[config.mk]
export PLATFORM = sky130hd
export DESIGN_NAME = frame_clock_accounting
export DESIGN_NICKNAME = d
export VERILOG_FILES = /design/src/design/fca_pkg.sv /design/src/design/fca_div.sv /design/src/design/frame_clock_accounting.sv
export SDC_FILE = /design/constraint.sdc
export NUM_CORES = 1
export LEC_CHECK = 0
export ABC_AREA = 1
export ABC_CLOCK_PERIOD_IN_PS = 14700
export BUFFER_PORTS_ARGS = -buffer_cell sky130_fd_sc_hd__buf_2
export CORE_ASPECT_RATIO = 0.5
export CORE_MARGIN = 3
export CORE_UTILIZATION = 50
export DETAILED_ROUTE_END_ITERATION = 10
export GPL_TIMING_DRIVEN = 1
export PLACE_DENSITY = 0.64
export SLEW_MARGIN = 10
export SYNTH_ARGS = -nofsm -noshare
export SYNTH_HDL_FRONTEND = slang
export SYNTH_HIERARCHICAL = 1
export SYNTH_SLANG_ARGS = --single-unit
[constraint.sdc]
create_clock -name clk_i -period 14.7 [get_ports clk_i]
set_input_delay 1.47 -clock clk_i [delete_from_list [all_inputs] [get_ports clk_i]]
set_output_delay 1.47 -clock clk_i [all_outputs]
set_load 0.01 [all_outputs]
[src/design/fca_pkg.sv]
// Shared types and constants for the frame clock accounting block.
// No dependencies; imported by fca_div and frame_clock_accounting.
`default_nettype none

package fca_pkg;

  localparam int unsigned TimerW      = 16;
  localparam int unsigned TickW       = 64;
  localparam int unsigned CountW      = 32;
  localparam int unsigned CfgDataW    = 16;
  localparam int unsigned CfgIdxW     = 2;
  localparam int unsigned MinFrameTicks = 64;

  // Configuration register indexes
  localparam logic [CfgIdxW-1:0] RegMeasuredFrameTicks = 2'd0;
  localparam logic [CfgIdxW-1:0] RegClockOrigin        = 2'd1;

  // Event command codes
  localparam logic CmdObserve    = 1'b0;
  localparam logic CmdFrameEdge  = 1'b1;

  typedef struct packed {
    logic              cmd;
    logic [TimerW-1:0] timer_value;
  } fca_in_t;

  typedef struct packed {
    logic [TickW-1:0]  tick_total;
    logic [CountW-1:0] frames_added;
    logic [CountW-1:0] program_frames;
    logic [CountW-1:0] shown_frames;
  } fca_out_t;

endpackage

`default_nettype wire

[src/design/fca_div.sv]
// Bit-serial restoring divider: 64-bit dividend by 16-bit divisor, one bit a cycle.
// Depends on fca_pkg for widths.
`default_nettype none

module fca_div (
  input  logic                         clk_i,
  input  logic                         rst_ni,
  input  logic                         start_i,
  input  logic [fca_pkg::TickW-1:0]    dividend_i,
  input  logic [fca_pkg::TimerW-1:0]   divisor_i,
  output logic                         done_o,
  output logic [fca_pkg::CountW-1:0]   quotient_o
);
  import fca_pkg::*;

  localparam int unsigned CntW = $clog2(TickW);

  logic [TickW-1:0]  dvd_q, dvd_d;
  logic [TimerW-1:0] div_q, div_d;
  logic [TimerW-1:0] rem_q, rem_d;
  logic [CntW-1:0]   cnt_q, cnt_d;
  logic              busy_q, busy_d;
  logic              done_q, done_d;
  logic [TimerW:0]   rem_sh;
  logic [TimerW:0]   rem_sub;
  logic              q_bit;

  // Bring in the next dividend bit and trial-subtract the divisor
  assign rem_sh  = {rem_q, dvd_q[TickW-1]};
  assign rem_sub = rem_sh - {1'b0, div_q};
  assign q_bit   = (rem_sh >= {1'b0, div_q});

  always_comb begin
    dvd_d  = dvd_q;
    div_d  = div_q;
    rem_d  = rem_q;
    cnt_d  = cnt_q;
    busy_d = busy_q;
    done_d = 1'b0;
    if (start_i) begin
      dvd_d  = dividend_i;
      div_d  = divisor_i;
      rem_d  = '0;
      cnt_d  = '1;
      busy_d = 1'b1;
    end else if (busy_q) begin
      // quotient bits enter at the bottom as dividend bits leave the top
      dvd_d = {dvd_q[TickW-2:0], q_bit};
      rem_d = q_bit ? rem_sub[TimerW-1:0] : rem_sh[TimerW-1:0];
      cnt_d = cnt_q - CntW'(1);
      if (cnt_q == '0) begin
        busy_d = 1'b0;
        done_d = 1'b1;
      end
    end
  end

  always_ff @(posedge clk_i or negedge rst_ni) begin
    if (!rst_ni) begin
      busy_q <= 1'b0;
      done_q <= 1'b0;
      cnt_q  <= '0;
    end else begin
      busy_q <= busy_d;
      done_q <= done_d;
      cnt_q  <= cnt_d;
    end
  end

  always_ff @(posedge clk_i) begin
    dvd_q <= dvd_d;
    div_q <= div_d;
    rem_q <= rem_d;
  end

  assign done_o     = done_q;
  assign quotient_o = dvd_q[CountW-1:0];

endmodule

`default_nettype wire

[src/design/frame_clock_accounting.sv]
// Top level of the frame clock accounting block: tick total, frame counters, control.
// Depends on fca_pkg and fca_div.
//
//   channel | direction | handshake            | payload
//   --------+-----------+----------------------+-----------------------
//   in      | input     | in_valid_i/in_stall_o   | fca_in_t
//   out     | output    | out_valid_o/out_stall_i | fca_out_t
//   cfg     | input     | cfg_we_i             | cfg_index_i, cfg_data_i
//
// An observe or an uncalibrated frame edge passes StAbsorb and StFinish to the output register.
// A calibrated frame edge also passes StDelta, StRound and StDivide (bit-serial divider, 64 steps).
// One event is in flight at a time; the next is taken while a result waits in the
// output register. A stalled output holds the finished event in its last state.
// Reset and any write to a mapped config register clear all counters and reload the last sample.
`default_nettype none

module frame_clock_accounting (
  input  logic                          clk_i,
  input  logic                          rst_ni,
  input  logic                          in_valid_i,
  output logic                          in_stall_o,
  input  fca_pkg::fca_in_t              in_data_i,
  output logic                          out_valid_o,
  input  logic                          out_stall_i,
  output fca_pkg::fca_out_t             out_data_o,
  input  logic                          cfg_we_i,
  input  logic [fca_pkg::CfgIdxW-1:0]   cfg_index_i,
  input  logic [fca_pkg::CfgDataW-1:0]  cfg_data_i
);
  import fca_pkg::*;

  typedef enum logic [2:0] {
    StIdle,
    StAbsorb,
    StDelta,
    StRound,
    StDivide,
    StFinish
  } state_e;

  state_e            state_q;
  logic [TimerW-1:0] meas_q;
  logic [TimerW-1:0] origin_q;
  logic [TimerW-1:0] last_timer_q;
  logic [TickW-1:0]  tick_total_q;
  logic [TickW-1:0]  last_frame_q;
  logic [CountW-1:0] prog_cnt_q;
  logic [CountW-1:0] disp_cnt_q;
  logic [CountW-1:0] added_q;
  logic [TickW-1:0]  work_q;
  fca_in_t           item_q;
  logic              out_valid_q;
  fca_out_t          out_q;

  logic              calibrated;
  logic [TimerW-1:0] tpf;
  logic [TimerW-1:0] diff;
  logic              div_start;
  logic [TickW-1:0]  div_dividend;
  logic              div_done;
  logic [CountW-1:0] div_quot;
  logic [CountW-1:0] div_added;
  logic              slot_free;
  logic              out_load;
  logic              in_fire;

  assign calibrated   = (meas_q >= TimerW'(MinFrameTicks));
  assign tpf          = calibrated ? meas_q : '0;
  assign diff         = item_q.timer_value - last_timer_q;
  assign div_start    = (state_q == StRound);
  assign div_dividend = work_q + TickW'(tpf >> 1);
  assign div_added    = (div_quot == '0) ? CountW'(1) : div_quot;
  assign slot_free    = !out_valid_q || !out_stall_i;
  assign out_load     = (state_q == StFinish) && slot_free;
  assign in_fire      = in_valid_i && !in_stall_o;

  fca_div u_div (
    .clk_i      (clk_i),
    .rst_ni     (rst_ni),
    .start_i    (div_start),
    .dividend_i (div_dividend),
    .divisor_i  (tpf),
    .done_o     (div_done),
    .quotient_o (div_quot)
  );

  always_ff @(posedge clk_i or negedge rst_ni) begin
    if (!rst_ni) begin
      state_q      <= StIdle;
      meas_q       <= '0;
      origin_q     <= '0;
      last_timer_q <= '0;
      tick_total_q <= '0;
      last_frame_q <= '0;
      prog_cnt_q   <= '0;
      disp_cnt_q   <= '0;
      out_valid_q  <= 1'b0;
    end else begin
      if (out_load) begin
        out_valid_q <= 1'b1;
      end else if (out_valid_q && !out_stall_i) begin
        out_valid_q <= 1'b0;
      end
      if (cfg_we_i && (cfg_index_i == RegMeasuredFrameTicks ||
                       cfg_index_i == RegClockOrigin)) begin
        // restart all counters; origin reload uses the incoming value when it changes
        if (cfg_index_i == RegMeasuredFrameTicks) begin
          meas_q       <= cfg_data_i;
          last_timer_q <= origin_q;
        end else begin
          origin_q     <= cfg_data_i;
          last_timer_q <= cfg_data_i;
        end
        tick_total_q <= '0;
        last_frame_q <= '0;
        prog_cnt_q   <= '0;
        disp_cnt_q   <= '0;
      end else begin
        case (state_q)
          StIdle: begin
            if (in_fire) begin
              state_q <= StAbsorb;
            end
          end
          StAbsorb: begin
            if (calibrated) begin
              last_timer_q <= item_q.timer_value;
              tick_total_q <= tick_total_q + TickW'(diff);
            end
            if (item_q.cmd == CmdFrameEdge) begin
              prog_cnt_q <= prog_cnt_q + CountW'(1);
              if (calibrated) begin
                state_q <= StDelta;
              end else begin
                disp_cnt_q <= disp_cnt_q + CountW'(1);
                state_q    <= StFinish;
              end
            end else begin
              state_q <= StFinish;
            end
          end
          StDelta: begin
            state_q <= StRound;
          end
          StRound: begin
            state_q <= StDivide;
          end
          StDivide: begin
            if (div_done) begin
              disp_cnt_q   <= disp_cnt_q + div_added;
              last_frame_q <= tick_total_q;
              state_q      <= StFinish;
            end
          end
          StFinish: begin
            if (slot_free) begin
              state_q <= StIdle;
            end
          end
          default: begin
            state_q <= StIdle;
          end
        endcase
      end
    end
  end

  // Payload registers
  always_ff @(posedge clk_i) begin
    if (in_fire) begin
      item_q <= in_data_i;
    end
    if (state_q == StAbsorb) begin
      added_q <= (item_q.cmd == CmdFrameEdge) ? CountW'(1) : '0;
    end
    if (state_q == StDelta) begin
      work_q <= tick_total_q - last_frame_q;
    end
    if (state_q == StDivide && div_done) begin
      added_q <= div_added;
    end
    if (out_load) begin
      out_q.tick_total     <= calibrated ? tick_total_q : '0;
      out_q.frames_added   <= added_q;
      out_q.program_frames <= prog_cnt_q;
      out_q.shown_frames   <= disp_cnt_q;
    end
  end

  assign in_stall_o  = (state_q != StIdle);
  assign out_valid_o = out_valid_q;
  assign out_data_o  = out_q;

endmodule

`default_nettype wire

==> results.yml <==
logic_synthesis:
  ys_seq_area_frac: 0.449
  synth_area_leader_cell: "edfxtp_1"
  ys_types: 60
  synthArstFlopShare: 0.406
  yosys_warnings: 6
  ys.flop_type: "edfxtp_1"
  synth_commonest_cells: "1463 x nand2_1, 779 x inv_1, 561 x nor2_1, 353 x edfxtp_1, 256 x nand3_1"
  synth-seq-cells: 621
  synth_nets: 5211
  synth_area_leaders: "edfxtp_1 28%, dfrtp_1 16%, nand2_1 14%"
  synth_top_area_share: 0.276
  synthCells: 5003
  synth_edf_count: 353
  yosysMostFrequentCell: "nand2_1"
  syn_area_sq_um: 38400
  synth.avg_cell_area_sq_um: 7.67
timing:
  slew_viol_final: 0
  setup_tns_ps: 0
  finalHoldViolCount: 0
  rsz0062_at_grt: "no"
  setup_violations: 0
  slew_headroom: 0.298
  timing.hold.ws_ps: 412
  fmax_mhz: 243
  skew_ps: 21.7
  period_share: 0.280
  period_needed_ps: 4110
  max_slew.worst_pin.slew_ps: 1050
clock_network:
  numClockSinks: 621
  clk_pin_slew_ps: 70
  cts_max_level: 2
  clockBufferDepth: 3
  clockRootBuffer: "clkbuf_16"
  ctsHoldBuffers: 0
  cts_inserted_buffers: 57
  cts_resized: 0
  worstSkewPairLatency_ps: 660
  postCtsSetupBuffers: 0
  cts_tree: "done"
routing:
  drc: 0
  drt-initial-drc-count: 3432
  viasPerCell: 5.43
  vias: 33800
  first_pass_iters: 7
  wirelength_mm: 120
  antenna_left: 0
  wl_per_cell_um: 19.2
die:
  die_y_um: 202
  ios: 202
  core_area_sq_um: 75600
  rows: 71
  dieArea_sq_um: 80300
  die_w_um: 398
  start_util: 0.508
cells_and_area:
  fin_cells: 6229
  final_util: 0.557
  drive_gt1_frac: 0.0830
  n_antenna_cell: 0
  syn_to_final_growth_pct: 9.62
  nets: 5366
global_route:
  antenna_found_initial: 0
  grtUsageTotal: 0.293
  grt_pass1_vias: 31700
  grt_overflow: 0
  grt_pass1_wl_mm: 184
  grt_max_degree: 144
worst_setup_path:
  worstPathCellList: "ha_1 > a21oi_1 > nand2_1 > a21boi_0 > o21ai_0 > nand3_1 > nand2_1 > xor2_1 > ha_1 > nand2_1 > nor2_1 > nand3_1 > nand3_1 > nand2_1 > nand2_2 > nand3_1 > nand2_1 > nand2_1 > nor2_1"
  critPathKind: "flop to flop"
  crit_top_cell: "nand2_1"
  path_max_fanout: 6
  end_kind: "flop"
  slowest_stage: "edfxtp_1"
  cpPeakStageDelay_ps: 420
  reg2reg_slack_ps: 10590
  cp.arrival_ps: 4690
  cp.required_ps: 15270
  critPathLaunchType: "flop"
power_and_ir_drop:
  fin_total_pwr_uw: 7780
  ir_worst_vdd_mv: 0.105
  p_per_area_nw_per_um2: 185
  p_leak_uw: 0.0206
placed_design:
  place.port_buffers: 201
  place_inst: 6121
  hpwl_mm: 93.8
  place_congestion: 0.994
status:
  status: "finished clean"
job:
  maxCapViolations: 0
worst_hold_path:
  hold_class: "flop to flop"
per-layer routing:
layer	up-vias	part of all wire	track usage
met3	186	0.072	0.0442
li1	16400	-	-
met4	0	0.025	0.0716
met5	-	0	0
met2	1190	0.42	0.430
met1	16000	0.49	0.453
through the flow:
stage / instance area, sq um / setup WS [ps]
finish: 42100 / 10590
global placement: 40200 / 10300
detailed placement: 40200 / 10240
global route: 42100 / 10280
floorplan: 38400 / 4980
CTS: 42100 / 10690
cell families after synthesis:
kind of cell             Yosys count  synth area share
buffers and inverters            914            0.0956
adder cells (fa/ha/maj)          168            0.0559
XOR/XNOR                         110            0.0251
flip-flops                       621             0.449
AND/OR/NAND/NOR                 2583             0.286
multiplexers                      10           0.00293
AO/OA/AOI/OAI                    597            0.0859
final timing paths:
kind,end,from,depth (start not counted)
max in group asynchronous,last_frame_q[36],rst_ni,3
worst max register to register,tick_total_q[58],item_q[2],19
worst min register to register,out_data_o[78],added_q[14],0
min in group asynchronous,disp_cnt_q[25],rst_ni,1
worst min-delay path,out_data_o[78],added_q[14],0
worst max-delay path,tick_total_q[58],item_q[2],19
power by group:
group          switching (uW)  total [uW]  internal (uW)
Clock                     702        1550            850
Combinational            2430        3480           1050
Sequential                296        2740           2450
registers in the layout, indices dropped and copies added, names as in the netlist, 32 cells and up:
signal,count
tick_total_q,64
added_q,32
work_q,64
prog_cnt_q,32
out_data_o,160
last_frame_q,64
disp_cnt_q,32
u_div/dvd_q,64
critical path: cells and delay by family (launching register included):
kind,cells,cell delay (ps)
adder cells (fa/ha/maj),2,600
XOR/XNOR,1,410
AND/OR/NAND/NOR,13,1920
flip-flops,1,420
AO/OA/AOI/OAI,3,680
layout make-up:
class | instances | area, sq um
inverters | 790 | 2970
clock inverters | 26 | 278
clock buffers | 82 | 1630
repair buffers | 220 | 1170
flip-flops and latches | 621 | 17200
fillers | 7286 | 33500
multi-input cells | 3468 | 17500
well taps | 1022 | 1280
placed cells by master (no fill, tap or decap), types with 7 or more instances in the layout:
cell type / count
a21oi_1: 244
buf_2: 200
buf_4: 18
clkbuf_1: 16
clkbuf_16: 59
clkbuf_8: 7
clkinv_2: 12
dfrtp_1: 252
dfxtp_1: 16
edfxtp_1: 353
ha_1: 162
inv_1: 777
inv_2: 11
mux2_2: 10
nand2_1: 1461
nand2_2: 20
nand3_1: 256
nand3_2: 9
nand3b_1: 31
nand4_1: 93
nor2_1: 559
nor2_2: 8
nor2_4: 12
nor3_1: 75
nor3_2: 9
nor4_1: 25
o211ai_1: 18
o21ai_0: 198
o21ai_1: 11
o21ai_2: 14
o21bai_1: 16
o22ai_1: 68
xnor2_1: 30
xor2_1: 80
No activity file was read; power rests on OpenSTA's default activity.
